--- config.mk ---
export PLATFORM = sky130hd
export DESIGN_NAME = trimmed_mean_filter
export DESIGN_NICKNAME = d
export VERILOG_FILES = /design/src/sv/tmf_pkg.sv /design/src/sv/tmf_front.sv /design/src/sv/tmf_queue.sv /design/src/sv/tmf_back.sv /design/src/sv/trimmed_mean_filter.sv
export SDC_FILE = /design/constraint.sdc
export NUM_CORES = 1
export LEC_CHECK = 0
export BUFFER_PORTS_ARGS = -buffer_cell sky130_fd_sc_hd__buf_2
export CAP_MARGIN = 20
export CORE_MARGIN = 1
export CORE_UTILIZATION = 40
export CTS_BUF_LIST = sky130_fd_sc_hd__clkbuf_2
export DETAILED_ROUTE_END_ITERATION = 6
export PLACE_DENSITY = 0.6
export SETUP_SLACK_MARGIN = 0.1
export SYNTH_ARGS = -nofsm -noshare
export SYNTH_HDL_FRONTEND = slang
export SYNTH_HIERARCHICAL = 1
export SYNTH_SLANG_ARGS = --single-unit
--- constraint.sdc ---
create_clock -name clk -period 5.1 [get_ports clk]
set_input_delay 1.02 -clock clk [delete_from_list [all_inputs] [get_ports clk]]
set_output_delay 1.02 -clock clk [all_outputs]
set_load 0.02 [all_outputs]
--- src/sv/tmf_pkg.sv ---
// Shared types and constants of the trimmed mean filter.
// Used by every module of the block; depends on nothing.
package tmf_pkg;

  localparam int SAMPLE_W    = 12;
  localparam int MV_W        = 12;
  localparam int WL_W        = 8;
  localparam int APB_ADDR_W  = 2;
  localparam int APB_DATA_W  = 32;
  localparam int QUEUE_DEPTH = 2;
  localparam int MV_SHIFT    = 12;
  localparam int PROD_W      = SAMPLE_W + MV_SHIFT;

  localparam logic [WL_W-1:0]       MIN_WINDOW   = 8'd3;
  localparam logic [WL_W-1:0]       WL_RESET     = 8'd10;
  localparam logic [SAMPLE_W-1:0]   MAX_RESET    = 12'd0;
  localparam logic [SAMPLE_W-1:0]   MIN_RESET    = 12'd4095;
  localparam logic [MV_W-1:0]       MV_REF       = 12'd3300;
  localparam logic [PROD_W-1:0]     MV_HALF      = 24'd2048;
  localparam logic [APB_ADDR_W-1:0] REG_WIN_LEN  = 2'd0;

  typedef struct packed {
    logic full;
    logic empty;
  } q_status_t;

  typedef enum logic [1:0] {
    B_IDLE,
    B_DIV,
    B_MUL,
    B_OUT
  } back_state_t;

endpackage

--- src/sv/tmf_front.sv ---
// Front end: accepts samples and keeps the running sum, maximum, minimum and count.
// Pushes each completed window into the queue. Depends on tmf_pkg.
module tmf_front import tmf_pkg::*; #(
  parameter int MAX_WINDOW = 50,
  parameter int CNT_W      = $clog2(MAX_WINDOW + 1),
  parameter int SUM_W      = SAMPLE_W + CNT_W,
  parameter int JOB_W      = SUM_W + 2 * SAMPLE_W + CNT_W
) (
  input  logic                clk,
  input  logic                rst_n,
  input  logic [WL_W-1:0]     window_length,
  input  logic                in_valid,
  output logic                in_ready,
  input  logic [SAMPLE_W-1:0] in_sample,
  input  q_status_t           q_status,
  output logic                q_push,
  output logic [JOB_W-1:0]    q_push_data
);

  localparam logic [WL_W-1:0] MaxLen = WL_W'(MAX_WINDOW);

  logic [SUM_W-1:0]    sum_r, sum_nxt, sum_inc;
  logic [SAMPLE_W-1:0] max_r, max_nxt, max_inc;
  logic [SAMPLE_W-1:0] min_r, min_nxt, min_inc;
  logic [CNT_W-1:0]    cnt_r, cnt_nxt, cnt_inc;
  logic [WL_W-1:0]     eff_len;
  logic                accept;
  logic                done;

  always_comb begin
    eff_len = window_length;
    if (window_length < MIN_WINDOW) begin
      eff_len = MIN_WINDOW;
    end
    if (window_length > MaxLen) begin
      eff_len = MaxLen;
    end
  end

  assign in_ready = !q_status.full;
  assign accept   = in_valid && in_ready;

  assign sum_inc = sum_r + SUM_W'(in_sample);
  assign max_inc = (in_sample > max_r) ? in_sample : max_r;
  assign min_inc = (in_sample < min_r) ? in_sample : min_r;
  assign cnt_inc = cnt_r + CNT_W'(1);
  assign done    = WL_W'(cnt_inc) >= eff_len;

  assign q_push      = accept && done;
  assign q_push_data = {sum_inc, max_inc, min_inc, cnt_inc};

  always_comb begin
    sum_nxt = sum_r;
    max_nxt = max_r;
    min_nxt = min_r;
    cnt_nxt = cnt_r;
    if (accept) begin
      if (done) begin
        sum_nxt = '0;
        max_nxt = MAX_RESET;
        min_nxt = MIN_RESET;
        cnt_nxt = '0;
      end else begin
        sum_nxt = sum_inc;
        max_nxt = max_inc;
        min_nxt = min_inc;
        cnt_nxt = cnt_inc;
      end
    end
  end

  always_ff @(posedge clk) begin
    if (!rst_n) begin
      sum_r <= '0;
      max_r <= MAX_RESET;
      min_r <= MIN_RESET;
      cnt_r <= '0;
    end else begin
      sum_r <= sum_nxt;
      max_r <= max_nxt;
      min_r <= min_nxt;
      cnt_r <= cnt_nxt;
    end
  end

endmodule

--- src/sv/tmf_queue.sv ---
// Short queue that carries completed windows from the front end to the back end.
// Depends on tmf_pkg for its depth and status type.
module tmf_queue import tmf_pkg::*; #(
  parameter int DATA_W = 50
) (
  input  logic              clk,
  input  logic              rst_n,
  input  logic              push,
  input  logic [DATA_W-1:0] push_data,
  input  logic              pop,
  output logic [DATA_W-1:0] pop_data,
  output q_status_t         status
);

  localparam int PTR_W = $clog2(QUEUE_DEPTH);
  localparam int CNT_W = $clog2(QUEUE_DEPTH + 1);
  localparam logic [PTR_W-1:0] LastPtr = PTR_W'(QUEUE_DEPTH - 1);
  localparam logic [CNT_W-1:0] FullCnt = CNT_W'(QUEUE_DEPTH);

  logic [DATA_W-1:0] entry_r [QUEUE_DEPTH];
  logic [PTR_W-1:0]  wr_ptr_r, wr_ptr_nxt;
  logic [PTR_W-1:0]  rd_ptr_r, rd_ptr_nxt;
  logic [CNT_W-1:0]  count_r, count_nxt;

  assign status.full  = count_r == FullCnt;
  assign status.empty = count_r == '0;
  assign pop_data     = entry_r[rd_ptr_r];

  always_comb begin
    wr_ptr_nxt = wr_ptr_r;
    rd_ptr_nxt = rd_ptr_r;
    count_nxt  = count_r;
    if (push) begin
      wr_ptr_nxt = (wr_ptr_r == LastPtr) ? '0 : wr_ptr_r + PTR_W'(1);
    end
    if (pop) begin
      rd_ptr_nxt = (rd_ptr_r == LastPtr) ? '0 : rd_ptr_r + PTR_W'(1);
    end
    if (push && !pop) begin
      count_nxt = count_r + CNT_W'(1);
    end else if (pop && !push) begin
      count_nxt = count_r - CNT_W'(1);
    end
  end

  always_ff @(posedge clk) begin
    if (!rst_n) begin
      wr_ptr_r <= '0;
      rd_ptr_r <= '0;
      count_r  <= '0;
    end else begin
      wr_ptr_r <= wr_ptr_nxt;
      rd_ptr_r <= rd_ptr_nxt;
      count_r  <= count_nxt;
    end
  end

  always_ff @(posedge clk) begin
    if (push) begin
      entry_r[wr_ptr_r] <= push_data;
    end
  end

endmodule

--- src/sv/tmf_back.sv ---
// Back end: trims a completed window, divides it one quotient bit per cycle,
// scales the average to millivolts and holds the result. Depends on tmf_pkg.
module tmf_back import tmf_pkg::*; #(
  parameter int MAX_WINDOW = 50,
  parameter int CNT_W      = $clog2(MAX_WINDOW + 1),
  parameter int SUM_W      = SAMPLE_W + CNT_W,
  parameter int JOB_W      = SUM_W + 2 * SAMPLE_W + CNT_W
) (
  input  logic                clk,
  input  logic                rst_n,
  input  q_status_t           q_status,
  input  logic [JOB_W-1:0]    q_pop_data,
  output logic                q_pop,
  output logic                out_valid,
  input  logic                out_ready,
  output logic [SAMPLE_W-1:0] out_average,
  output logic [MV_W-1:0]     out_millivolts
);

  localparam int STEP_W = $clog2(SUM_W);
  localparam logic [STEP_W-1:0] LastStep = STEP_W'(SUM_W - 1);

  back_state_t         state_r, state_nxt;
  logic [SUM_W-1:0]    dq_r, dq_nxt;
  logic [CNT_W-1:0]    rem_r, rem_nxt;
  logic [CNT_W-1:0]    div_r, div_nxt;
  logic [STEP_W-1:0]   step_r, step_nxt;
  logic [SAMPLE_W-1:0] avg_r, avg_nxt;
  logic [MV_W-1:0]     mv_r, mv_nxt;

  logic [SUM_W-1:0]    job_sum;
  logic [SAMPLE_W-1:0] job_max;
  logic [SAMPLE_W-1:0] job_min;
  logic [CNT_W-1:0]    job_cnt;
  logic [CNT_W:0]      rem_sh;
  logic                fits;
  logic [PROD_W-1:0]   product;

  assign {job_sum, job_max, job_min, job_cnt} = q_pop_data;

  assign rem_sh  = {rem_r, dq_r[SUM_W-1]};
  assign fits    = rem_sh >= {1'b0, div_r};
  assign product = PROD_W'(dq_r[SAMPLE_W-1:0]) * PROD_W'(MV_REF) + MV_HALF;

  assign out_valid      = state_r == B_OUT;
  assign out_average    = avg_r;
  assign out_millivolts = mv_r;

  always_comb begin
    state_nxt = state_r;
    dq_nxt    = dq_r;
    rem_nxt   = rem_r;
    div_nxt   = div_r;
    step_nxt  = step_r;
    avg_nxt   = avg_r;
    mv_nxt    = mv_r;
    q_pop     = 1'b0;
    case (state_r)
      B_IDLE: begin
        if (!q_status.empty) begin
          q_pop     = 1'b1;
          dq_nxt    = job_sum - SUM_W'(job_max) - SUM_W'(job_min);
          div_nxt   = job_cnt - CNT_W'(2);
          rem_nxt   = '0;
          step_nxt  = LastStep;
          state_nxt = B_DIV;
        end
      end
      B_DIV: begin
        rem_nxt  = fits ? CNT_W'(rem_sh - {1'b0, div_r}) : rem_sh[CNT_W-1:0];
        dq_nxt   = {dq_r[SUM_W-2:0], fits};
        step_nxt = step_r - STEP_W'(1);
        if (step_r == '0) begin
          state_nxt = B_MUL;
        end
      end
      B_MUL: begin
        avg_nxt   = dq_r[SAMPLE_W-1:0];
        mv_nxt    = product[PROD_W-1:MV_SHIFT];
        state_nxt = B_OUT;
      end
      B_OUT: begin
        if (out_ready) begin
          state_nxt = B_IDLE;
        end
      end
      default: begin
        state_nxt = B_IDLE;
      end
    endcase
  end

  always_ff @(posedge clk) begin
    if (!rst_n) begin
      state_r <= B_IDLE;
    end else begin
      state_r <= state_nxt;
    end
  end

  always_ff @(posedge clk) begin
    dq_r   <= dq_nxt;
    rem_r  <= rem_nxt;
    div_r  <= div_nxt;
    step_r <= step_nxt;
    avg_r  <= avg_nxt;
    mv_r   <= mv_nxt;
  end

endmodule

--- src/sv/trimmed_mean_filter.sv ---
// Top level of the trimmed mean filter: configuration register, front end, queue, back end.
// Depends on tmf_pkg, tmf_front, tmf_queue and tmf_back.
// A sample is accepted every cycle while the two-entry window queue has room.
// The bit-serial divider works on the SUM_W-bit trimmed sum, SUM_W = 12 + clog2(MAX_WINDOW + 1);
// the back end finishes one window, including any output stall, before it pops the next from the queue.
// Reset is synchronous and active low; it clears the window and sets window_length to 10.
module trimmed_mean_filter import tmf_pkg::*; #(
  parameter int MAX_WINDOW = 50
) (
  input  logic                  clk,
  input  logic                  rst_n,
  input  logic                  psel,
  input  logic                  penable,
  input  logic                  pwrite,
  input  logic [APB_ADDR_W-1:0] paddr,
  input  logic [APB_DATA_W-1:0] pwdata,
  output logic [APB_DATA_W-1:0] prdata,
  output logic                  pready,
  input  logic                  in_valid,
  output logic                  in_ready,
  input  logic [SAMPLE_W-1:0]   in_sample,
  output logic                  out_valid,
  input  logic                  out_ready,
  output logic [SAMPLE_W-1:0]   out_average,
  output logic [MV_W-1:0]       out_millivolts
);

  localparam int CNT_W = $clog2(MAX_WINDOW + 1);
  localparam int SUM_W = SAMPLE_W + CNT_W;
  localparam int JOB_W = SUM_W + 2 * SAMPLE_W + CNT_W;

  logic [WL_W-1:0]  window_length_r, window_length_nxt;
  logic             cfg_write;
  q_status_t        q_status;
  logic             q_push;
  logic             q_pop;
  logic [JOB_W-1:0] q_push_data;
  logic [JOB_W-1:0] q_pop_data;

  assign pready    = 1'b1;
  assign cfg_write = psel && penable && pwrite && pready && (paddr == REG_WIN_LEN);
  assign prdata    = (paddr == REG_WIN_LEN) ? APB_DATA_W'(window_length_r) : '0;

  always_comb begin
    window_length_nxt = window_length_r;
    if (cfg_write) begin
      window_length_nxt = pwdata[WL_W-1:0];
    end
  end

  always_ff @(posedge clk) begin
    if (!rst_n) begin
      window_length_r <= WL_RESET;
    end else begin
      window_length_r <= window_length_nxt;
    end
  end

  tmf_front #(
    .MAX_WINDOW (MAX_WINDOW)
  ) u_front (
    .clk           (clk),
    .rst_n         (rst_n),
    .window_length (window_length_r),
    .in_valid      (in_valid),
    .in_ready      (in_ready),
    .in_sample     (in_sample),
    .q_status      (q_status),
    .q_push        (q_push),
    .q_push_data   (q_push_data)
  );

  tmf_queue #(
    .DATA_W (JOB_W)
  ) u_queue (
    .clk       (clk),
    .rst_n     (rst_n),
    .push      (q_push),
    .push_data (q_push_data),
    .pop       (q_pop),
    .pop_data  (q_pop_data),
    .status    (q_status)
  );

  tmf_back #(
    .MAX_WINDOW (MAX_WINDOW)
  ) u_back (
    .clk            (clk),
    .rst_n          (rst_n),
    .q_status       (q_status),
    .q_pop_data     (q_pop_data),
    .q_pop          (q_pop),
    .out_valid      (out_valid),
    .out_ready      (out_ready),
    .out_average    (out_average),
    .out_millivolts (out_millivolts)
  );

  a_no_push_when_full: assert property (@(posedge clk) disable iff (!rst_n)
    q_push |-> !q_status.full)
    else $error("Window pushed into a full queue.");

  a_no_pop_when_empty: assert property (@(posedge clk) disable iff (!rst_n)
    q_pop |-> !q_status.empty)
    else $error("Window popped from an empty queue.");

  a_mv_in_range: assert property (@(posedge clk) disable iff (!rst_n)
    out_valid |-> (out_millivolts < MV_REF))
    else $error("Millivolt result exceeds the reference.");

endmodule
== Word level (Yosys, flattened, before mapping) ==
Memories as Yosys holds them, arrays and structs flattened. A register that Yosys moved wholly into a read port is not among the register bits.
Cells that the tools add are included.

* Flip-flop bits (word level): 121
* Latch bits: 0
* Bits in writable memories: 96
* Memory bits (read-only): 0
* Bits of input ports: 53
* Output and inout bits: 59
* Logic and storage cells: 92
* Memories: 1

{| class="wikitable"
|+ Memories
! name !! words !! bits a word !! rd ports !! clocked after memory_dff !! wr ports !! line !! RTL
|-
| u_queue.entry_r || 2 || 48 || 1 || 1 || 1 || tmf_queue.sv:20 || <nowiki>logic [DATA_W-1:0] entry_r [QUEUE_DEPTH];</nowiki>
|}

* Add/subtract/negate cells: 12
* $mul: 1
* Divide/modulo/power cells: 0
* Order comparisons: 6
* Eq/ne operators: 7
* Shift-type cells: 0
* Mux-type cells: 30
* Bitwise gates (word level): 1
* Reduce and logical (&&, ||, !) cells: 19

{| class="wikitable"
|+ Operators with widths
! kind !! number
|-
| 12-bit 2-to-1 mux || 4
|-
| 18-bit 2-to-1 mux || 2
|-
| 18-bit one-hot mux with 2 select lines || 1
|-
| 18-bit by 12-bit subtractor with 18-bit output || 2
|-
| 24-bit by 12-bit adder with 24-bit output, second input constant || 1
|-
| 8-bit 2-to-1 mux || 3
|-
| 12-bit by 10-bit multiplier with 22-bit output, second input constant || 1
|-
| 18-bit by 12-bit adder with 18-bit output || 1
|-
| 6-bit 2-to-1 mux || 3
|-
| 12-bit greater-than comparator || 1
|-
| 12-bit less-than comparator || 1
|-
| 6-bit one-hot mux with 2 select lines || 1
|-
| 2-bit 2-to-1 mux || 5
|-
| 5-bit one-hot mux with 2 select lines || 1
|-
| 6-bit by 8-bit greater-or-equal comparator with 1-bit output || 1
|-
| 8-bit by 6-bit greater-than comparator with 1-bit output, second input constant || 1
|-
| 8-bit by 2-bit less-than comparator with 1-bit output, second input constant || 1
|-
| 1-bit 2-to-1 mux || 8
|-
| 2-bit one-hot mux with 4 select lines || 1
|-
| 7-bit by 6-bit greater-or-equal comparator with 1-bit output || 1
|-
| 1-bit logical AND || 7
|-
| 6-bit by 1-bit adder with 6-bit output, second input constant || 1
|-
| 2-bit == test, second input constant || 3
|-
| 2-bit logical NOT || 3
|-
| 16 further kinds || 22
|}

== Logic depth before layout (Yosys ltp) ==
Gate-level depths: netlist of run 1.

* Depth after elaboration: 9
* Depth in mapped cells: 20
* Mapped depth without buffers: 20

== Cells and area by module ==
Netlist of run 1, hierarchy kept.

{| class="wikitable"
|+ By module, submodules not included
! module !! instances !! cells each !! area an instance (µm²) !! sequential area each (µm²)
|-
| tmf_back || 1 || 578 || 6012.0 || 1811.7
|-
| tmf_queue || 1 || 171 || 3682.3 || 2982.9
|-
| tmf_front || 1 || 444 || 3548.4 || 960.9
|-
| trimmed_mean_filter || 1 || 72 || 586.8 || 160.2
|}

== Worst setup path before layout of run 1 ==
OpenSTA, ideal clock, no wires.

* Path kind: reg-to-reg
* Start point: register u_back.dq_r[7]
* End point: register u_back.mv_r[11] (netlist: u_back/out_millivolts[11]) (data pin)
* Arrival time: 4.885 ns
* Required time: 4.830 ns
* Path slack: -0.054 ns
* Stages on the path, launching flop included: 19
* Buffers on the path: 0
* Clock period less this slack: 5.154 ns
* Cells stage by stage: edfxtp_1 ha_1 inv_1 fa_1 inv_1 fa_1 fa_1 inv_1 fa_1 inv_1 ha_1 o21a_1 o21a_1 a41o_2 a2111oi_2 nor3_2 o21ba_2 a221oi_1 nand3_1

* Word-level cells in the longest chain between the ends: 2

{| class="wikitable"
|+ Ends and longest elaborated chain
! item !! line !! RTL
|-
| start: declaration || tmf_back.sv:24 || <nowiki>logic [SUM_W-1:0] dq_r, dq_nxt;</nowiki>
|-
| start signal: assignment || tmf_back.sv:102 || <nowiki>dq_r <= dq_nxt;</nowiki>
|-
| 12-bit by 10-bit multiplier with 22-bit output || tmf_back.sv:43 || <nowiki>assign product = PROD_W'(dq_r[SAMPLE_W-1:0]) * PROD_W'(MV_REF) + MV_HALF;</nowiki>
|-
| 24-bit by 12-bit adder with 24-bit output || tmf_back.sv:43 ||
|-
| named net u_back.product[23] || tmf_back.sv:37 || <nowiki>logic [PROD_W-1:0] product;</nowiki>
|-
| end signal: assignment || tmf_back.sv:107 || <nowiki>mv_r <= mv_nxt;</nowiki>
|-
| end: declaration || tmf_back.sv:29 || <nowiki>logic [MV_W-1:0] mv_r, mv_nxt;</nowiki>
|}

The timed path passes the listed nets, and every way through them passes these cells.
A chain may end at the register's enable or synchronous reset.

== Worst setup path in the final report of run 1 ==
* Start point: register u_back.dq_r[3]
* End point: register u_back.mv_r[10] (netlist: u_back/out_millivolts[10]) (data pin)

The elaborated chain is that of the path after synthesis.

==> results of run 1 <==
==> final timing paths <==
check / startpoint / end / slack (ns) / cells after the start
setup / recovery: u_back/dq_r[3] / u_back/out_millivolts[10] / 0.05 / 18
hold / removal: pwdata[0] / window_length_r[0] / 0.38 / 3
setup reg to reg: u_back/dq_r[3] / u_back/out_millivolts[10] / 0.05 / 18
hold reg to reg: u_front/sum_r[0] / u_front/sum_r[0] / 0.47 / 2
==> per-stage QoR <==
stage	setup slack, ns	cell area (um^2)
floorplan	0.1308	13990
finish	0.05138	15750
global placement	-0.03500	14900
CTS	0.04768	15640
global route	-0.1713	15750
detailed placement	-0.1359	14900
==> layout by cell type, fill, tap and decap left out, drive strengths merged, types with 9 or more instances in the layout <==
cell,count
clkbuf,92
ha,141
inv,134
edfxtp,155
a211oi,10
nand3,30
or3,10
nor2,49
xor2,27
o211ai,20
nand2,110
a21oi,57
and2,16
xnor2,35
nand4,11
clkinv,14
conb,25
o31ai,10
nor2b,12
a32o,12
o21ai,52
nor3,19
nand2b,9
fa,43
o21a,9
dfxtp,63
mux2,52
buf,126
a21o,17
and3,15
==> metal layers <==
layer,GRT usage (%),routed length (um),vias to the layer above
li1,-,-,4817
met1,21.19,13300,4486
met2,26.82,13150,161
met3,2.920,988,43
met4,5.285,536,0
met5,0,0,-
==> worst min-delay path, delay by kind of cell <==
family	cells	cell delay (ns)
buffers and inverters	1	0.09
AND/OR/NAND/NOR	1	0.04
multiplexers	1	0.05
==> cells by family (layout without fill, tap and decap cells) <==
group,after synthesis,after routing
compound gates,237,237
xor+xnor,62,62
fa+ha+maj,184,184
buf+inv,191,367
flops,218,218
mux,60,60
other cells,2,26
simple gates,311,311
==> flip-flops by register name, indices dropped and copies added (netlist names), 8 cells and up, named ones only <==
| register | flops |
|---|---|
| window_length_r | 8 |
| u_back/out_millivolts | 12 |
| u_front/sum_r | 18 |
| u_back/out_average | 12 |
| u_front/max_r | 12 |
| u_front/min_r | 12 |
| u_queue/entry_r | 96 |
| u_back/dq_r | 18 |
==> layout make-up <==
cell class	instances	area (um^2)	share of cell area, %
repair buffers	126	798.3	5.069
clock buffers	92	460.4	2.924
multi-input cells	879	7436	47.22
well taps	448	560.5	3.559
inverters	134	503.0	3.194
clock inverters	15	71.32	0.4528
diodes	1	2.502	0.01589
flip-flops and latches	218	5917	37.57
==> synthesized netlist by cell type (4+ instances only) <==
cell,instances
dfxtp_1,63
or2_2,7
xnor2_1,35
xor2_1,27
a31oi_1,8
nor2b_1,11
nor3_1,18
edfxtp_1,155
nand2b_1,9
nand3b_1,7
and2_1,14
a21oi_1,53
ha_1,141
and3_1,13
nand3_1,30
buf_4,28
buf_2,7
o21ai_0,50
a21o_1,15
fa_1,43
a21oi_2,4
nand4_1,11
or3_1,9
nor4_1,4
a211oi_1,9
a32o_1,12
o21a_1,9
nor2_1,48
mux2i_1,8
o31ai_1,9
clkbuf_1,16
nand2_1,109
a22oi_1,6
inv_1,133
mux2_2,52
o211ai_1,19
==> repair_timing <==
| action | in CTS | in global routing |
|---|---|---|
| buffers inserted | 10 | 4 |
| pin swaps | 20 | 8 |
| gates resized for setup | 27 | 12 |
| endpoints found under the setup margin | 3 | 7 |
==> results.ini, run 1 <==
[run_status]
outcome=complete, no violations

[logic_synthesis]
synth_top_area_share_pct=33.66
synth_compound_gate_area_share_pct=11.96
avgSynthCellArea_um2=10.93
synth_top_family_by_area=adder cells
synth_register_bits=218
synth_area_leader_cell=edfxtp_1
synth_top_cells_by_area=edfxtp_1 34%, ha_1 13%, dfxtp_1 9.1%
synthesis.yosys.warnings=6
synthesis.instances=1265
synth.lib_cells_used.distinct=85
post_synthesis_instance_area_um2=13830
post_synth_and_or_nand_nor_area_fraction_pct=11.32
fraction_of_synthesized_cell_area_in_xor_and_xnor_cells_pct=3.927
synth_mux_area_share_pct=4.813
ys_seq_area_share_pct=42.78
synth-edff-count=155
post_synth_fa_ha_maj_area_fraction_pct=18.98
async_flop_share_pct=0
predominant_post_synthesis_flop_cell=edfxtp_1

[layout]
filler_cell_count=3206
finish.cell_count_without_fillers=1913
layout.core_utilization_pct=46.62
final_layout_size_suffix_gt1_share_pct=23.91
syn_to_final_growth_pct=13.88
fin_nets=1653

[critical_path]
crit_required_ns=5.69
critical_path.n_buffers_inverters=4
cp-end-kind=flip-flop
cpPeakStageDelay_ns=0.50
start_kind=flip-flop
worst-setup-path-type=reg -> reg
path_delay_family=adder cells
timing.critical_path.fanout_max=5
crit_slowest_cell=fa_1
critical_path_at_ns=5.64
path_cells=buf_6 > ha_1 > inv_1 > fa_1 > inv_1 > fa_1 > fa_1 > ha_1 > ha_1 > a21o_1 > a21o_1 > a21o_1 > a21oi_4 > a211oi_4 > o31a_1 > buf_4 > or2_2 > xnor2_1

[clock_tree]
cts_root_buf=clkbuf_2
cts_made_buffers=57
clock-sinks=218
clock_latency_ns=0.91
tritoncts=done
clk_path_buf_depth=3
clk_transition_reported_paths_ns=0.09
h-tree-depth=2
postCtsHoldBufs=0

[grt]
globalRouteOverflowTotal=0
grt_antenna_before_repair=1
groute.usage.overall_pct=16.14
global_route_wire_length_before_repair_mm=45.95
number_of_global_route_vias_before_repair=9395
grt_max_degree=45

[sta]
worst_clock_skew_ns=0.08843
slew_viols_final=0
fin_tns_setup_ns=0
setup_viol=0
hold_violations=0
period_minus_slack_ns=5.049
clock.fmax_mhz=198.1
grt_setup_unrepaired=true
tightestPinTransition_ns=0.9586
final.period_utilization_pct=98.99
max-slew-margin-rel_pct=36.10
hold_slack_ns=0.3811

[floorplanning]
start_util_pct=40.94
die_w_um=187.9
fp.dieArea_um2=35320
io_pins=112
rows=67
floorplan.die.height_um=187.9
design.core.area_um2=33780

[placed_design]
routability_congestion_estimate=0.8672
post-dp-hpwl_mm=20.44
total_placed_cells_including_tap_cells=1791
place.port_buffers=62

[drt]
drt_iter0_drc=400
detailroute.via_count=9507
avgViaCountPerCell=4.970
wl_mm=27.98
routed_wl_per_cell_um=14.62
drc=0
detail-route-antenna-nets=0
length_of_the_first_detailed_routing_pass_in_iterations=5

[job]
maxCapViolations=0

[hold_path]
timing.hold.worst.class=in -> reg

Power of run 1 is not shown: default switching activity piles up to over one toggle a cycle in this logic, so the estimate is an artifact.
==> run 2, diff against run 1 <==
Settings changed: BUFFER_PORTS_ARGS -buffer_cell sky130_fd_sc_hd__buf_2 to -buffer_cell sky130_fd_sc_hd__buf_4, GPL_ROUTABILITY_DRIVEN set to 0, SETUP_SLACK_MARGIN 0.1 to 0.15.
==> results.ini, run 2 (synthesis results as in run 1) <==
[run_status]
outcome=complete, no violations

[hold_path]
timing.hold.worst.class=in -> reg
hp-start=in_sample[3]
hold-path-cell-count=2
hold_path_end=u_front/max_r[3]

[sta]
slew_viols_final=0
period_minus_slack_ns=5.077
tightestPinTransition_ns=0.9049
worst_clock_skew_ns=0.1051
setup_viol=0
hold_violations=0
final.period_utilization_pct=99.55
max-slew-margin-rel_pct=39.27
grt_setup_unrepaired=true
clock.fmax_mhz=197.0

[drt]
routed_wl_per_cell_um=14.80
drt_iter0_drc=392
drc=0
detail-route-antenna-nets=0
wl_mm=28.40
avgViaCountPerCell=5.006
length_of_the_first_detailed_routing_pass_in_iterations=5
detailroute.via_count=9607

[floorplanning]
fp.dieArea_um2=35320
rows=67
floorplan.die.height_um=187.9
start_util_pct=40.94
design.core.area_um2=33780
die_w_um=187.9
io_pins=112

[clock_tree]
cts_root_buf=clkbuf_2
clk_path_buf_depth=3
postCtsHoldBufs=0
clock_latency_ns=0.92
h-tree-depth=2
clock-sinks=218
cts_made_buffers=58
tritoncts=done
clk_transition_reported_paths_ns=0.14

[grt]
groute.usage.overall_pct=16.24
globalRouteOverflowTotal=0
number_of_global_route_vias_before_repair=9537
grt_antenna_before_repair=1
grt_max_degree=46
global_route_wire_length_before_repair_mm=46.62

[job]
maxCapViolations=0

[layout]
fin_area_um2=16010
mostFrequentLayoutCell=edfxtp_1
max_flop_register=u_queue/entry_r
final_cell_mix=155 x edfxtp_1, 133 x ha_1, 130 x inv_1, 124 x buf_4, 108 x nand2_1
largest_register_ffs=96
leading_registers_by_flop_count=u_queue/entry_r x96, u_back/dq_r x18, u_front/sum_r x18
final_layout_size_suffix_gt1_share_pct=23.88
fin_nets=1657
syn_to_final_growth_pct=15.75
layout.core_utilization_pct=47.38

[critical_path]
crit-reg2reg-launch=u_back/dq_r[6]
crit_required_ns=5.74
timing.rr.end=u_back/out_millivolts[11]
worst-r2r-cell-count=18
crit_start=u_back/dq_r[6]
timing.critical_path.fanout_max=4
critical_path_at_ns=5.71
cp-end-kind=flip-flop
start_kind=flip-flop
worst-setup-path-type=reg -> reg
timing.reg2reg.setup_slack_ns=0.02

[placed_design]
post-dp-hpwl_mm=20.59
place.port_buffers=62
post_place_instance_area_um2=15040

==> run 2: changes by cell type in the layout (fill, tap and decap cells not counted), moves of 2 or more <==
cell,change
buf_2,-62
buf_4,+62
clkinv_1,+9
clkbuf_2,-4
clkinv_2,-3
buf_6,+2
ha_1,-2
nor2_2,-2
==> run 2: layout make-up <==
class	instances	area (um^2)
fill	3163	17780
clock buffer	88	440.4
tap	448	560.5
clock inverter	22	97.59
multi-input combinational	879	7491
sequential	218	5917
antenna	1	2.502
timing repair buffer	129	996.0
inverter	134	503.0
==> run 2: routing by layer <==
layer	global-route usage [%]	wire length, um	vias to the layer above
met5	0	0	-
met4	5.222	544	0
met3	2.751	1167	47
met2	27.59	13520	184
met1	20.98	13170	4556
li1	-	-	4820
==> run 2: per-stage QoR <==
stage | std cells | setup TNS (ns) | hold WS (ns) | setup slack [ns]
final | 1919 | 0 | 0.3637 | 0.02309
after global routing | 1919 | -0.2539 | 0.2928 | -0.1603
after CTS | 1911 | 0 | 0.2517 | 0.1035
after detailed placement | 1783 | -0.1002 | 0.4541 | -0.07506
after global placement | 1783 | 0 | 0.4422 | 0.007015
after floorplan | 1288 | 0 | 0.4356 | 0.1735
==> run 2: critical path, cell delays in order, from the launching register on <==
cell	delay, ns
edfxtp_1	0.48
ha_4	0.30
inv_2	0.04
fa_1	0.52
inv_1	0.05
fa_1	0.45
fa_1	0.49
inv_1	0.05
fa_1	0.50
inv_2	0.05
ha_4	0.23
buf_4	0.13
or2_2	0.30
or3_4	0.38
and4_2	0.22
and2_4	0.15
and3_4	0.17
a41oi_1	0.23
nand3_1	0.10
==> run 2: worst max-delay path by stage <==
stage	end	slack, ns	cells past startpoint
after CTS	u_back/out_millivolts[11]	0.10	19
final	u_back/out_millivolts[11]	0.02	18
after detailed placement	u_back/out_millivolts[11]	-0.08	18
after floorplan	u_back/out_millivolts[11]	0.17	19
after global routing	u_back/out_millivolts[11]	-0.16	19
after global placement	u_back/out_millivolts[11]	0.007	18
==> run 2: repair_timing <==
action / in CTS / in global routing
resized for setup: 17 / 24
endpoints found under the hold margin: 0 / 0
setup endpoints to repair: 4 / 8
setup buffers: 18 / 7
pin swaps: 16 / 13
Power of run 2 is left out for the same reason.
